[config.mk]
export PLATFORM = sky130hd
export DESIGN_NAME = sorted_priority_queue
export DESIGN_NICKNAME = d
export VERILOG_FILES = /design/src/rtl/spq_pkg.sv /design/src/rtl/spq_ctrl.sv /design/src/rtl/spq_datapath.sv /design/src/rtl/sorted_priority_queue.sv
export SDC_FILE = /design/constraint.sdc
export NUM_CORES = 1
export LEC_CHECK = 0
export CAP_MARGIN = 20
export CORE_ASPECT_RATIO = 0.7
export CORE_MARGIN = 10
export CORE_UTILIZATION = 25
export DETAILED_ROUTE_END_ITERATION = 8
export DONT_BUFFER_PORTS = 1
export SLEW_MARGIN = 30
export SYNTH_ARGS = -nofsm -noshare
export SYNTH_HDL_FRONTEND = slang
export SYNTH_HIERARCHICAL = 1
export SYNTH_SLANG_ARGS = --single-unit
[constraint.sdc]
create_clock -name clock -period 6.6 [get_ports clock]
set_input_delay 0.66 -clock clock [delete_from_list [all_inputs] [get_ports clock]]
set_output_delay 0.66 -clock clock [all_outputs]
set_load 0.02 [all_outputs]
[src/rtl/spq_pkg.sv]
// Package for the sorted priority queue.
// Holds the request and response payload types, operation codes and the
// command and status structs between the controller and the datapath.
package spq_pkg;

   // Default sizes of the queue.
   localparam int DEFAULT_DEPTH    = 16;
   localparam int DEFAULT_TAG_BITS = 16;

   // Operation codes carried in a request; the unused code acts as a peek.
   localparam logic [1:0] OP_INSERT = 2'd0;
   localparam logic [1:0] OP_DELETE = 2'd1;
   localparam logic [1:0] OP_PEEK   = 2'd2;

   // One request.
   typedef struct packed {
      logic [1:0]         operation;
      logic signed [15:0] priority_req;
      logic [15:0]        tag;
   } req_type;

   // One response.
   typedef struct packed {
      logic               is_empty;
      logic               is_full;
      logic signed [15:0] head_priority;
      logic [15:0]        head_tag;
      logic               dropped;
   } rsp_type;

   // Commands from the controller to the datapath.
   typedef struct packed {
      logic do_insert;
      logic do_delete;
      logic load_rsp;
      logic dropped;
   } spq_cmd_type;

   // Status from the datapath to the controller.
   typedef struct packed {
      logic empty;
      logic full;
   } spq_status_type;

   // States of the response register.
   typedef enum logic {
      ST_OUT_EMPTY,
      ST_OUT_HELD
   } spq_state_type;

endpackage

[src/rtl/spq_ctrl.sv]
// Controller of the sorted priority queue: request handshake, response
// register state and the commands for the datapath. Depends on spq_pkg.
module spq_ctrl
   import spq_pkg::*;
(
   input  logic           clock,
   input  logic           reset,
   input  logic           req_valid,
   output logic           req_stall,
   input  logic [1:0]     req_operation,
   output logic           rsp_valid,
   input  logic           rsp_stall,
   input  spq_status_type status,
   output spq_cmd_type    cmd
);

   spq_state_type state_ff, state_in;
   logic          accept;

   // A request is taken whenever the response register is free or drains now.
   assign req_stall = (state_ff == ST_OUT_HELD) && rsp_stall;
   assign rsp_valid = (state_ff == ST_OUT_HELD);
   assign accept    = req_valid && !req_stall;

   // Next state of the response register.
   always_comb begin
      state_in = state_ff;
      case (state_ff)
         ST_OUT_EMPTY: begin
            if (accept) state_in = ST_OUT_HELD;
         end
         ST_OUT_HELD: begin
            if (!accept && !rsp_stall) state_in = ST_OUT_EMPTY;
         end
         default: begin
            state_in = ST_OUT_EMPTY;
         end
      endcase
   end

   always_ff @(posedge clock) begin
      if (reset) begin
         state_ff <= ST_OUT_EMPTY;
      end else begin
         state_ff <= state_in;
      end
   end

   // Commands for the datapath, decoded from the accepted request.
   always_comb begin
      cmd = '0;
      cmd.load_rsp = accept;
      case (req_operation)
         OP_INSERT: begin
            cmd.do_insert = accept && !status.full;
            cmd.dropped   = accept && status.full;
         end
         OP_DELETE: begin
            cmd.do_delete = accept && !status.empty;
         end
         default: begin
            cmd.do_insert = 1'b0;
         end
      endcase
   end

`ifndef SYNTHESIS
   // A stalled request side always means a response is waiting.
   assert property (@(posedge clock) disable iff (reset) req_stall |-> rsp_valid)
      else $error("request stalled with no response held");
   // An insert is never both performed and dropped.
   assert property (@(posedge clock) disable iff (reset)
      !(cmd.do_insert && cmd.dropped))
      else $error("insert both performed and dropped");
`endif

endmodule

[src/rtl/spq_datapath.sv]
// Datapath of the sorted priority queue: a row of compare-and-shift cells,
// the entry count and the response register. Depends on spq_pkg.
module spq_datapath
   import spq_pkg::*;
#(
   parameter int DEPTH    = DEFAULT_DEPTH,
   parameter int TAG_BITS = DEFAULT_TAG_BITS
) (
   input  logic           clock,
   input  logic           reset,
   input  spq_cmd_type    cmd,
   input  req_type        req_data,
   output spq_status_type status,
   output rsp_type        rsp_data
);

   localparam int CNT_W = $clog2(DEPTH + 1);
   localparam int TAG_W = (TAG_BITS < 16) ? TAG_BITS : 16;

   logic signed [15:0] cell_pri_ff [DEPTH];
   logic signed [15:0] cell_pri_in [DEPTH];
   logic [TAG_W-1:0]   cell_tag_ff [DEPTH];
   logic [TAG_W-1:0]   cell_tag_in [DEPTH];
   logic [DEPTH-1:0]   after;
   logic [CNT_W-1:0]   count_ff, count_in;
   rsp_type            rsp_ff, rsp_in;
   logic [TAG_W-1:0]   new_tag;

   assign new_tag = req_data.tag[TAG_W-1:0];

   // Each cell decides on its own whether the new entry lands behind it, and
   // keeps, takes the new entry or its left (insert) or right (delete) neighbor.
   for (genvar i = 0; i < DEPTH; i++) begin : g_cell
      logic valid;
      assign valid = CNT_W'(i) < count_ff;

      if (i == 0) begin : g_head
         // A tie with the head places the new entry behind the head.
         assign after[i] = valid && !(cell_pri_ff[i] > req_data.priority_req);
      end else begin : g_body
         assign after[i] = valid && (cell_pri_ff[i] < req_data.priority_req);
      end

      always_comb begin
         cell_pri_in[i] = cell_pri_ff[i];
         cell_tag_in[i] = cell_tag_ff[i];
         if (cmd.do_insert && !after[i]) begin
            if (i == 0) begin
               cell_pri_in[i] = req_data.priority_req;
               cell_tag_in[i] = new_tag;
            end else if (after[(i == 0) ? 0 : i - 1]) begin
               cell_pri_in[i] = req_data.priority_req;
               cell_tag_in[i] = new_tag;
            end else begin
               cell_pri_in[i] = cell_pri_ff[(i == 0) ? 0 : i - 1];
               cell_tag_in[i] = cell_tag_ff[(i == 0) ? 0 : i - 1];
            end
         end else if (cmd.do_delete && (i < DEPTH - 1)) begin
            cell_pri_in[i] = cell_pri_ff[(i < DEPTH - 1) ? i + 1 : i];
            cell_tag_in[i] = cell_tag_ff[(i < DEPTH - 1) ? i + 1 : i];
         end
      end

      always_ff @(posedge clock) begin
         cell_pri_ff[i] <= cell_pri_in[i];
         cell_tag_ff[i] <= cell_tag_in[i];
      end
   end

   // Entry count.
   always_comb begin
      count_in = count_ff;
      if (cmd.do_insert) begin
         count_in = count_ff + CNT_W'(1);
      end else if (cmd.do_delete) begin
         count_in = count_ff - CNT_W'(1);
      end
   end

   always_ff @(posedge clock) begin
      if (reset) begin
         count_ff <= '0;
      end else begin
         count_ff <= count_in;
      end
   end

   assign status.empty = (count_ff == '0);
   assign status.full  = (count_ff == CNT_W'(DEPTH));

   // Response built from the state after this request.
   always_comb begin
      rsp_in.is_empty      = (count_in == '0);
      rsp_in.is_full       = (count_in == CNT_W'(DEPTH));
      rsp_in.dropped       = cmd.dropped;
      rsp_in.head_priority = '0;
      rsp_in.head_tag      = '0;
      if (count_in != '0) begin
         rsp_in.head_priority = cell_pri_in[0];
         rsp_in.head_tag      = 16'(cell_tag_in[0]);
      end
   end

   always_ff @(posedge clock) begin
      if (cmd.load_rsp) begin
         rsp_ff <= rsp_in;
      end
   end

   assign rsp_data = rsp_ff;

`ifndef SYNTHESIS
   // The count never passes the depth.
   assert property (@(posedge clock) disable iff (reset) count_ff <= CNT_W'(DEPTH))
      else $error("entry count beyond depth");
   // A performed insert grows the count by one.
   assert property (@(posedge clock) disable iff (reset)
      cmd.do_insert |=> count_ff == $past(count_ff) + CNT_W'(1))
      else $error("insert did not grow the count");
   // The two front entries stay in order.
   assert property (@(posedge clock) disable iff (reset)
      (count_ff >= CNT_W'(2)) |-> (cell_pri_ff[0] <= cell_pri_ff[1]))
      else $error("front entries out of order");
`endif

endmodule

[src/rtl/sorted_priority_queue.sv]
// Top level of the sorted priority queue: joins the controller and the
// datapath. Depends on spq_pkg, spq_ctrl and spq_datapath.
//
//   channel   direction  handshake               payload
//   req_      in         req_valid / req_stall   req_data (req_type)
//   rsp_      out        rsp_valid / rsp_stall   rsp_data (rsp_type)
//
// For each request the cell row compares all entries with the new priority
// in parallel and shifts in the same cycle, so one request is accepted per
// cycle while responses are taken.
// The response stands in an output register in the cycle after acceptance.
// Reset clears the entry count and the response state; the cells need no
// clearing pass.
// A held response stalls requests only while rsp_stall is high.
module sorted_priority_queue
   import spq_pkg::*;
#(
   parameter int DEPTH    = DEFAULT_DEPTH,
   parameter int TAG_BITS = DEFAULT_TAG_BITS
) (
   input  logic    clock,
   input  logic    reset,
   input  logic    req_valid,
   output logic    req_stall,
   input  req_type req_data,
   output logic    rsp_valid,
   input  logic    rsp_stall,
   output rsp_type rsp_data
);

   spq_cmd_type    cmd;
   spq_status_type status;

   // Handshake and command decode.
   spq_ctrl u_ctrl (
      .clock         (clock),
      .reset         (reset),
      .req_valid     (req_valid),
      .req_stall     (req_stall),
      .req_operation (req_data.operation),
      .rsp_valid     (rsp_valid),
      .rsp_stall     (rsp_stall),
      .status        (status),
      .cmd           (cmd)
   );

   // Sorted cells, count and response register.
   spq_datapath #(
      .DEPTH    (DEPTH),
      .TAG_BITS (TAG_BITS)
   ) u_datapath (
      .clock    (clock),
      .reset    (reset),
      .cmd      (cmd),
      .req_data (req_data),
      .status   (status),
      .rsp_data (rsp_data)
   );

endmodule
Yosys cells after proc, flatten, opt, wreduce, memory -nomap -nowiden
Memory sizes are Yosys's and may differ from the RTL's.
Cells that the tools add are included.
{"block": "classes", "n_addsub": 2, "n_lt_le_gt_ge": 32, "eq_ne": 3, "n_mux": 99, "bitwise": 1, "n_reduce_logical": 64}
{"op": "16-bit two-way mux", "n": 92}
{"op": "16-bit less-than comparator", "n": 15}
{"op": "4-bit by 5-bit less-than comparator with 1-bit output (first input constant)", "n": 8}
{"op": "1-bit logical AND", "n": 38}
{"op": "1-bit zero test", "n": 22}
{"op": "3-bit by 5-bit less-than comparator with 1-bit output (first input constant)", "n": 4}
{"op": "16-bit > comparator", "n": 1}
{"op": "5-bit equality test (second input constant)", "n": 2}
{"op": "5-bit zero test", "n": 2}
{"op": "1-bit by 5-bit less-than comparator with 1-bit output (first input constant)", "n": 2}
{"op": "2-bit by 5-bit less-than comparator with 1-bit output (first input constant)", "n": 2}
{"op": "5-bit two-way mux", "n": 2}
{"op": "5-bit by 1-bit adder with 5-bit output (second input constant)", "n": 1}
{"op": "5-bit nonzero test", "n": 1}
{"op": "5-bit by 1-bit subtractor with 5-bit output (second input constant)", "n": 1}
{"op": "1-bit two-way mux", "n": 4}
{"op": "2-bit by 1-bit equality test with 1-bit output (second input constant)", "n": 1}
{"op": "2-bit zero test", "n": 1}
{"op": "1-bit case mux with 2 select lines", "n": 1}
{"op": "1-bit NOT", "n": 1}
{"block": "word_totals", "ff_bits": 41, "ram_bits": 512, "inputBits": 38, "out_inout_bits": 37, "wordCells": 210, "mem_count": 2}
{"memory": "u_datapath.cell_pri_ff", "words": 16, "width": 16, "read_ports": 16, "rd_ports_with_merged_regs": 0, "write_ports": 16, "line": "spq_datapath.sv:20", "source": "logic signed [15:0] cell_pri_ff [DEPTH];"}
{"memory": "u_datapath.cell_tag_ff", "words": 16, "width": 16, "read_ports": 16, "rd_ports_with_merged_regs": 0, "write_ports": 16, "line": "spq_datapath.sv:22", "source": "logic [TAG_W-1:0] cell_tag_ff [DEPTH];"}

Longest topological paths before layout
Gate-level depths: netlist (run 1).
{"block": "depth", "word_depth": 8, "mapped_depth": 14, "depth_no_buf": 11}

Hierarchy
The synthesis (run 1) kept the hierarchy.
{"mod": "spq_datapath", "instances": 1, "cells_per_inst": 3406, "area_each_um2": 37045.5, "seq_area_each_um2": 16205.5}
{"mod": "spq_ctrl", "instances": 1, "cells_per_inst": 10, "area_each_um2": 107.6, "seq_area_each_um2": 20.0}

Worst setup path after synthesis (run 1)
OpenSTA, ideal clock, no wires.
{"block": "synth_path", "path_kind": "reg2reg", "start": "register u_datapath/count_ff[1] (netlist name)", "end": "memory u_datapath.cell_pri_ff[15][0], in the netlist u_datapath/cell_pri_ff[1][112], enable pin", "setup_time_ps": 479, "arrival_ps": 4365, "required_ps": 6121, "slack_ps": 1755, "path_stages_with_launch": 8, "n_path_buf": 1, "period_less_slack_ps": 4845, "cell_sequence": "dfxtp_1 -> clkbuf_1 -> inv_1 -> ha_1 -> nor4bb_1 -> nor4_1 -> clkinv_1 -> a311oi_1"}
{"element": "to (decl)", "line": "spq_datapath.sv:20"}

==> impl_metrics.json, run 1 <==
{
  "run_status": "finished clean",
  "clk_latency_ns": 0.66,
  "antenna_diode_instance_count": 0,
  "p_comb_share_pct": 16.2,
  "max_freq_mhz": 214,
  "leakagePower_nw": 14.7,
  "setup_slack_ns": 1.94,
  "critPathLaunchType": "flop",
  "final-hold-violation-count": 0,
  "timing_worst_slew_pin_value_ns": 0.965,
  "grt_usage_pct": 12.7,
  "detailed_place_hpwl_um": 79300,
  "grt_pass1_vias": 26100,
  "cts-root-to-sink-buffers": 3,
  "count_of_non_filler_cells_in_the_finished_layout": 5269,
  "ir_drop_uv": 221,
  "fin_hold_ws_ns": 0.0573,
  "dieHeight_um": 343,
  "num_rows": 118,
  "cap_viol_max_count": 0,
  "synthDominantCellAreaShare_pct": 41.6,
  "worst_setup_path_end_kind": "flop",
  "routabilityCongestion": 0.841,
  "final_cell_area_um2": 41100,
  "effective_utilization_at_floorplan_pct": 25.1,
  "critical_path_class": "reg -> reg",
  "tritoncts_clock_tree": "built",
  "dp_cells": 5154,
  "post_synth_instance_area_um2": 37200,
  "io_pins": 75,
  "post_layout_total_power_mw": 9.44,
  "power.share.switching_pct": 28.2,
  "timing.clock.skew_ns": 0.0210,
  "ys_ff_latch": 553,
  "core-area_um2": 148000,
  "post_cts_gate_resize_count": 0,
  "synthesis.instances": 3416,
  "crit_required_ns": 6.88,
  "sequentialPowerShare_pct": 46.3,
  "post_synth.cell_area_avg_um2": 10.9,
  "worstPathArrival_ns": 4.94,
  "layout_cell_share_with_drive_strength_beyond_1_pct": 15.3,
  "power_report.internal_total_mw": 6.78,
  "placement_stage_cell_area_um2": 39100,
  "setup_viol": 0,
  "power.clock.fraction_pct": 37.5,
  "fp.dieArea_um2": 165000,
  "synth_top_area_cell": "sky130_fd_sc_hd__edfxtp_1",
  "rsz0062_at_grt": "false",
  "vias_per_cell": 5.25,
  "min-delay-path-class": "in -> reg",
  "worst_setup_hold_path_clk_slew_ns": 0.07,
  "antenna_violating_nets_post_route": 0,
  "htree_num_levels": 2,
  "final_core_utilization_pct": 27.8,
  "async_flop_share_pct": 0,
  "pwr_density_cell_nw_per_um2": 230,
  "synth_sequential_area_ratio_pct": 43.7,
  "antenna_found_initial": 2,
  "tns_ns": 0,
  "cts_inserted_buffers": 61,
  "finalCriticalPeriod_ns": 4.66,
  "synth_enable_flop_cells": 515,
  "power_switching_mw": 2.67,
  "routed_wire_length_per_instance_um": 21.0,
  "cts_hold_buffers": 0,
  "yosys-top-cells-area": "sky130_fd_sc_hd__edfxtp_1 42%, sky130_fd_sc_hd__mux2i_1 11%, sky130_fd_sc_hd__mux2_2 8.5%",
  "cts_setup_buffers": 0,
  "period_share_pct": 70.7,
  "mappedNetlistNets": 3699,
  "drv_slew": 0,
  "ys_warn_count": 6,
  "detailroute.via_count": 27700,
  "grt-ovfl-total": 0,
  "clockRootBuffer": "sky130_fd_sc_hd__clkbuf_16",
  "synth.distinct_cells": 77,
  "layout-area-overhead-vs-synth_pct": 10.7,
  "die_width_um": 481,
  "critPathMaxFanout": 38,
  "count_of_tritonroute_iterations_in_the_first_routing_pass": 5,
  "grt_max_degree": 97,
  "tritoncts_num_sinks": 553,
  "first_iter_violations": 2827,
  "numPortBuffers": 0,
  "grt_pass1_wl_um": 168000,
  "routed_wirelength_um": 111000,
  "place_ws_ns": 1.91,
  "maxSlewHeadroom_pct": 35.7,
  "drt_drc_violations_left": 0,
  "synth_top_flop_cell": "sky130_fd_sc_hd__edfxtp_1",
  "fin_nets": 3520
}
-- cell type report --
type,instances,area [um^2]
Sequential cell,553,16200
Clock buffer,85,1680
Inverter,32,120
Clock inverter,30,328
Multi-Input combinational cell,2516,19700
Tap cell,1980,2480
Fill cell,15200,107000
Timing Repair Buffer,73,581
-- cells in the mapped netlist (4+ instances only) --
cell,n
sky130_fd_sc_hd__inv_1,30
sky130_fd_sc_hd__a21o_1,47
sky130_fd_sc_hd__o211ai_1,40
sky130_fd_sc_hd__and4_1,10
sky130_fd_sc_hd__a21oi_1,385
sky130_fd_sc_hd__nand4_1,47
sky130_fd_sc_hd__mux2_1,41
sky130_fd_sc_hd__nor4b_1,21
sky130_fd_sc_hd__buf_4,13
sky130_fd_sc_hd__mux2i_1,421
sky130_fd_sc_hd__o21a_1,7
sky130_fd_sc_hd__or2_2,13
sky130_fd_sc_hd__nor4_1,22
sky130_fd_sc_hd__buf_1,11
sky130_fd_sc_hd__a221oi_1,8
sky130_fd_sc_hd__nand2b_1,22
sky130_fd_sc_hd__buf_2,64
sky130_fd_sc_hd__o31ai_1,33
sky130_fd_sc_hd__nor2_1,203
sky130_fd_sc_hd__a31oi_1,40
sky130_fd_sc_hd__a211oi_1,7
sky130_fd_sc_hd__nor3b_1,5
sky130_fd_sc_hd__dfxtp_1,38
sky130_fd_sc_hd__nand2_1,176
sky130_fd_sc_hd__ha_1,245
sky130_fd_sc_hd__and3_1,8
sky130_fd_sc_hd__nor2b_1,12
sky130_fd_sc_hd__clkbuf_1,224
sky130_fd_sc_hd__mux2_2,280
sky130_fd_sc_hd__nand3b_1,16
sky130_fd_sc_hd__a2111oi_0,4
sky130_fd_sc_hd__edfxtp_1,515
sky130_fd_sc_hd__o21ai_0,125
sky130_fd_sc_hd__or3_1,18
sky130_fd_sc_hd__o21ai_1,5
sky130_fd_sc_hd__nor3_1,13
sky130_fd_sc_hd__a221o_1,68
sky130_fd_sc_hd__a211o_1,6
sky130_fd_sc_hd__nand3_1,115
sky130_fd_sc_hd__and2_1,7
-- critical path, stage by stage (launching register included) --
cell and delay, ns:
sky130_fd_sc_hd__dfxtp_1 0.59, sky130_fd_sc_hd__or2_1 0.36, sky130_fd_sc_hd__buf_4 0.30, sky130_fd_sc_hd__nor2_1 0.46, sky130_fd_sc_hd__a21boi_2 0.33, sky130_fd_sc_hd__buf_4 0.41
sky130_fd_sc_hd__nor3b_2 0.08, sky130_fd_sc_hd__buf_4 0.27, sky130_fd_sc_hd__nor3_4 0.15, sky130_fd_sc_hd__buf_4 0.47, sky130_fd_sc_hd__or2_2 0.80
-- kinds of logic (layout without fill, tap and decap cells) --
family | Yosys count | count (layout) | synth area share (%)
AO/OA/AOI/OAI | 806 | 806 | 13.4
multiplexers | 743 | 743 | 21.1
AND/OR/NAND/NOR | 718 | 718 | 9.51
flip-flops | 553 | 553 | 43.7
buffers and inverters | 347 | 220 | 3.91
adder cells (fa/ha/maj) | 245 | 245 | 8.25
XOR/XNOR | 4 | 4 | 0.0943
-- power groups by stage --
stage / registers (mW) / clock network, mW / logic [mW]
6_report: 4.37 / 3.54 / 1.53
5_1_grt: 4.40 / 3.74 / 1.70
4_1_cts: 4.37 / 3.63 / 1.52
3_5_place_dp: 4.44 / 0 / 1.52
3_3_place_gp: 4.44 / 0 / 1.47
2_1_floorplan: 4.34 / 0 / 1.21
-- sequential cells by signal, indices dropped and copies added (netlist names) --
name / cells
u_ctrl/rsp_valid: 1
u_datapath/cell_tag_ff: 256
u_datapath/count_ff: 5
u_datapath/rsp_data: 35
u_datapath/cell_pri_ff: 256
-- metal layers --
layer | part of all wire, % | track usage (%) | wire (um) | vias to the layer above
li1 | - | - | - | 12800
met1 | 50 | 20.0 | 54900 | 13600
met2 | 40 | 17.7 | 44300 | 1157
met3 | 8.1 | 2.02 | 8910 | 115
met4 | 2.2 | 3.16 | 2430 | 0
met5 | 0 | 0 | 0 | -
-- final timing paths --
path                                                startpoint                              to  slack, ns  depth (start not counted)
worst max-delay path                    u_datapath/count_ff[4]   u_datapath/cell_pri_ff[0][18]       1.94                         10
worst min-delay path                                     reset                u_ctrl/rsp_valid       0.06                          1
worst max register to register          u_datapath/count_ff[4]   u_datapath/cell_pri_ff[0][18]       1.94                         10
worst min register to register  u_datapath/cell_tag_ff[1][121]  u_datapath/cell_tag_ff[1][105]       0.54                          1
-- layout by cell type, fill, tap and decap left out, drive strengths merged, types with 8 or more instances in the layout --
master | synthesis | layout
and3 | 8 | 8
mux2 | 321 | 321
a21oi | 385 | 385
nor3 | 14 | 14
clkinv | 1 | 18
edfxtp | 515 | 515
or2 | 14 | 14
nand4 | 47 | 47
a221oi | 9 | 9
clkbuf | 224 | 85
o211ai | 41 | 41
dfxtp | 38 | 38
o21ai | 131 | 131
a31oi | 40 | 40
a21o | 47 | 47
inv | 31 | 35
buf | 91 | 73
or3 | 18 | 18
o31ai | 34 | 34
nand2 | 176 | 176
nor4b | 23 | 23
nand3 | 115 | 115
nor2b | 12 | 12
ha | 245 | 245
nor2 | 204 | 204
nand3b | 16 | 16
mux2i | 422 | 422
and4 | 10 | 10
nor4 | 22 | 22
a221o | 68 | 68
nand2b | 22 | 22
Power figures use the tool's default switching activity.
==> inputs of run 2 (changes only) <==
--- a/config.mk
+++ b/config.mk
@@ -5,6 +5,7 @@
 export SDC_FILE = /design/constraint.sdc
 export NUM_CORES = 1
 export LEC_CHECK = 0
+export ABC_AREA = 1
 export CAP_MARGIN = 20
 export CORE_ASPECT_RATIO = 0.7
 export CORE_MARGIN = 10
==> constraint.sdc (replaced) <==
create_clock -name clock -period 4.59 [get_ports clock]
set_input_delay 0.459 -clock clock [delete_from_list [all_inputs] [get_ports clock]]
set_output_delay 0.459 -clock clock [all_outputs]
set_load 0.02 [all_outputs]
==> run 2 against run 1 <==
Core utilization about the same. Global-route usage up 3.8 points. Total power up 47%.
==> impl_metrics.json, run 2 <==
{
  "finalCriticalPeriod_ns": 3.73,
  "rsz0062_at_grt": "false",
  "synth_cell_count_leaders": "2712 x sky130_fd_sc_hd__nand2_1, 515 x sky130_fd_sc_hd__edfxtp_1, 419 x sky130_fd_sc_hd__nand4_1",
  "min-delay-path-class": "in -> reg",
  "antenna_found_initial": 3,
  "grt_max_degree": 65,
  "cts_setup_buffers": 0,
  "dieHeight_um": 342,
  "cap_viol_max_count": 0,
  "power.clock.fraction_pct": 34.5,
  "commonest_cells_after_routing_fill_and_taps_aside": "2711 x sky130_fd_sc_hd__nand2_1, 515 x sky130_fd_sc_hd__edfxtp_1, 419 x sky130_fd_sc_hd__nand4_1",
  "die_width_um": 479,
  "cts-root-to-sink-buffers": 3,
  "effective_utilization_at_floorplan_pct": 25.3,
  "critPathMaxFanout": 32,
  "ir_drop_uv": 297,
  "power_report.internal_total_mw": 9.38,
  "leakagePower_nw": 19.2,
  "routabilityCongestion": 0.922,
  "grt-ovfl-total": 0,
  "timing.clock.skew_ns": 0.0304,
  "first_iter_violations": 5565,
  "post-synth-top-count-cell": "sky130_fd_sc_hd__nand2_1",
  "synthesis.instances": 4938,
  "worst_setup_hold_path_clk_slew_ns": 0.07,
  "setup_viol": 0,
  "htree_num_levels": 2,
  "post_synth_instance_area_um2": 36900,
  "p_comb_share_pct": 19.9,
  "grt_usage_pct": 16.6,
  "routed_wirelength_um": 143000,
  "synthDominantCellAreaShare_pct": 41.9,
  "worst_setup_path_end_kind": "flop",
  "tritoncts_clock_tree": "built",
  "maxSlewHeadroom_pct": 28.1,
  "drt_drc_violations_left": 0,
  "crit_required_ns": 5.11,
  "critPathLaunchType": "flop",
  "count_of_tritonroute_iterations_in_the_first_routing_pass": 6,
  "layout_cell_share_with_drive_strength_beyond_1_pct": 5.44,
  "pwr_density_cell_nw_per_um2": 342,
  "vias_per_cell": 5.17,
  "grt_pass1_vias": 31300,
  "synth_sequential_area_ratio_pct": 43.9,
  "worstRegToRegCells": 13,
  "timing_worst_slew_pin_value_ns": 1.07,
  "grt_pass1_wl_um": 210000,
  "sequentialPowerShare_pct": 45.6,
  "synth_top_flop_cell": "sky130_fd_sc_hd__edfxtp_1",
  "power_switching_mw": 4.49,
  "async_flop_share_pct": 0,
  "max_freq_mhz": 268,
  "drv_slew": 0,
  "synth.distinct_cells": 36,
  "yosys-top-cells-area": "sky130_fd_sc_hd__edfxtp_1 42%, sky130_fd_sc_hd__nand2_1 28%, sky130_fd_sc_hd__ha_1 8.3%",
  "fin_nets": 5076,
  "period_share_pct": 81.2,
  "detailed_place_hpwl_um": 101000,
  "layout-area-overhead-vs-synth_pct": 9.95,
  "synth_top_area_cell": "sky130_fd_sc_hd__edfxtp_1",
  "post_synth.cell_area_avg_um2": 7.48,
  "final_cell_area_um2": 40600,
  "cts_inserted_buffers": 53,
  "fp.dieArea_um2": 164000,
  "final-hold-violation-count": 0,
  "detailroute.via_count": 35200,
  "mappedNetlistNets": 5221,
  "tns_ns": 0,
  "worstPathArrival_ns": 4.25,
  "critical_path_class": "reg -> reg",
  "clk_latency_ns": 0.67,
  "ys_warn_count": 6,
  "num_rows": 117,
  "worst_hold_path.num_cells": 3,
  "tritoncts_num_sinks": 553,
  "mostFrequentLayoutCell": "sky130_fd_sc_hd__nand2_1",
  "core-area_um2": 146000,
  "placement_stage_cell_area_um2": 38800,
  "ys_ff_latch": 553,
  "numPortBuffers": 0,
  "io_pins": 75,
  "antenna_violating_nets_post_route": 0,
  "synth_enable_flop_cells": 515,
  "routed_wire_length_per_instance_um": 21.1,
  "run_status": "finished clean",
  "power.share.switching_pct": 32.3,
  "clockRootBuffer": "sky130_fd_sc_hd__clkbuf_16"
}
-- run 2: worst max-delay path, cell delays in order (launching register included) --
cell,delay (ns)
sky130_fd_sc_hd__dfxtp_1,0.48
sky130_fd_sc_hd__inv_2,0.20
sky130_fd_sc_hd__ha_1,0.24
sky130_fd_sc_hd__inv_1,0.07
sky130_fd_sc_hd__nor3_1,0.06
sky130_fd_sc_hd__inv_1,0.05
sky130_fd_sc_hd__nand2_1,0.07
sky130_fd_sc_hd__nor2_4,0.51
sky130_fd_sc_hd__buf_4,0.53
sky130_fd_sc_hd__buf_4,0.41
sky130_fd_sc_hd__nand2_2,0.12
sky130_fd_sc_hd__inv_2,0.55
sky130_fd_sc_hd__nand2_1,0.16
sky130_fd_sc_hd__nand2_1,0.08
-- run 2: logic make-up after synthesis --
logic type / after synthesis / synth area share (%)
simple gates: 3391 / 38.3
flops: 553 / 43.9
buf+inv: 548 / 6.49
fa+ha+maj: 245 / 8.30
compound gates: 198 / 2.88
xor+xnor: 3 / 0.0711
-- run 2: path summary, 6_finish.rpt --
path	start	end	slack (ns)
setup / recovery	u_datapath/count_ff[0]	u_datapath/cell_tag_ff[0][23]	0.86
hold / removal	req_data[33]	u_datapath/rsp_data[0]	0.05
setup reg to reg	u_datapath/count_ff[0]	u_datapath/cell_tag_ff[0][23]	0.86
hold reg to reg	u_datapath/cell_tag_ff[1][119]	u_datapath/cell_tag_ff[1][103]	0.53
-- run 2: routing by layer --
metal / track usage, % / routed length (um) / vias to the layer above / share of wire, %
met3: 6.91 / 24000 / 188 / 17
li1: - / - / 16100 / -
met5: 0 / 25 / - / 0.017
met4: 3.50 / 2830 / 2 / 2.0
met1: 25.2 / 63800 / 16600 / 45
met2: 21.1 / 52700 / 2338 / 37
-- run 2: what timing repair did --
action / 4_1_cts / 5_1_grt
gates resized for setup: 0 / 0
hold buffers: 3 / 0
hold endpoints to repair: 6 / 0
-- run 2: power groups by stage --
stage / Combinational [mW] / Clock (mW) / Sequential [mW]
after global routing: 3.08 / 5.04 / 6.35
after floorplan: 1.97 / 0 / 6.29
after CTS: 2.67 / 4.84 / 6.32
after global placement: 2.60 / 0 / 6.42
after detailed placement: 2.66 / 0 / 6.42
final: 2.75 / 4.79 / 6.33
-- run 2: layout make-up --
cell class	instances	area, um^2
multi-input cells	3837	18300
repair buffers	117	948
diodes	2	5.00
clock inverters	24	267
well taps	1963	2460
clock buffers	73	1500
fillers	15900	105000
flip-flops and latches	553	16200
inverters	231	867
-- run 2: metrics by stage --
stage	cells	hold WS, ns	power [mW]	utilization [%]	setup slack [ns]
finish	6800	0.0507	13.9	27.8	0.864
CTS	6798	0.0215	13.8	27.8	0.991
floorplan	4938	0.494	8.25	-	0.991
global placement	6698	0.499	9.02	26.6	0.876
global route	6798	0.0381	14.5	27.8	0.718
detailed placement	6698	0.510	9.08	26.6	0.861
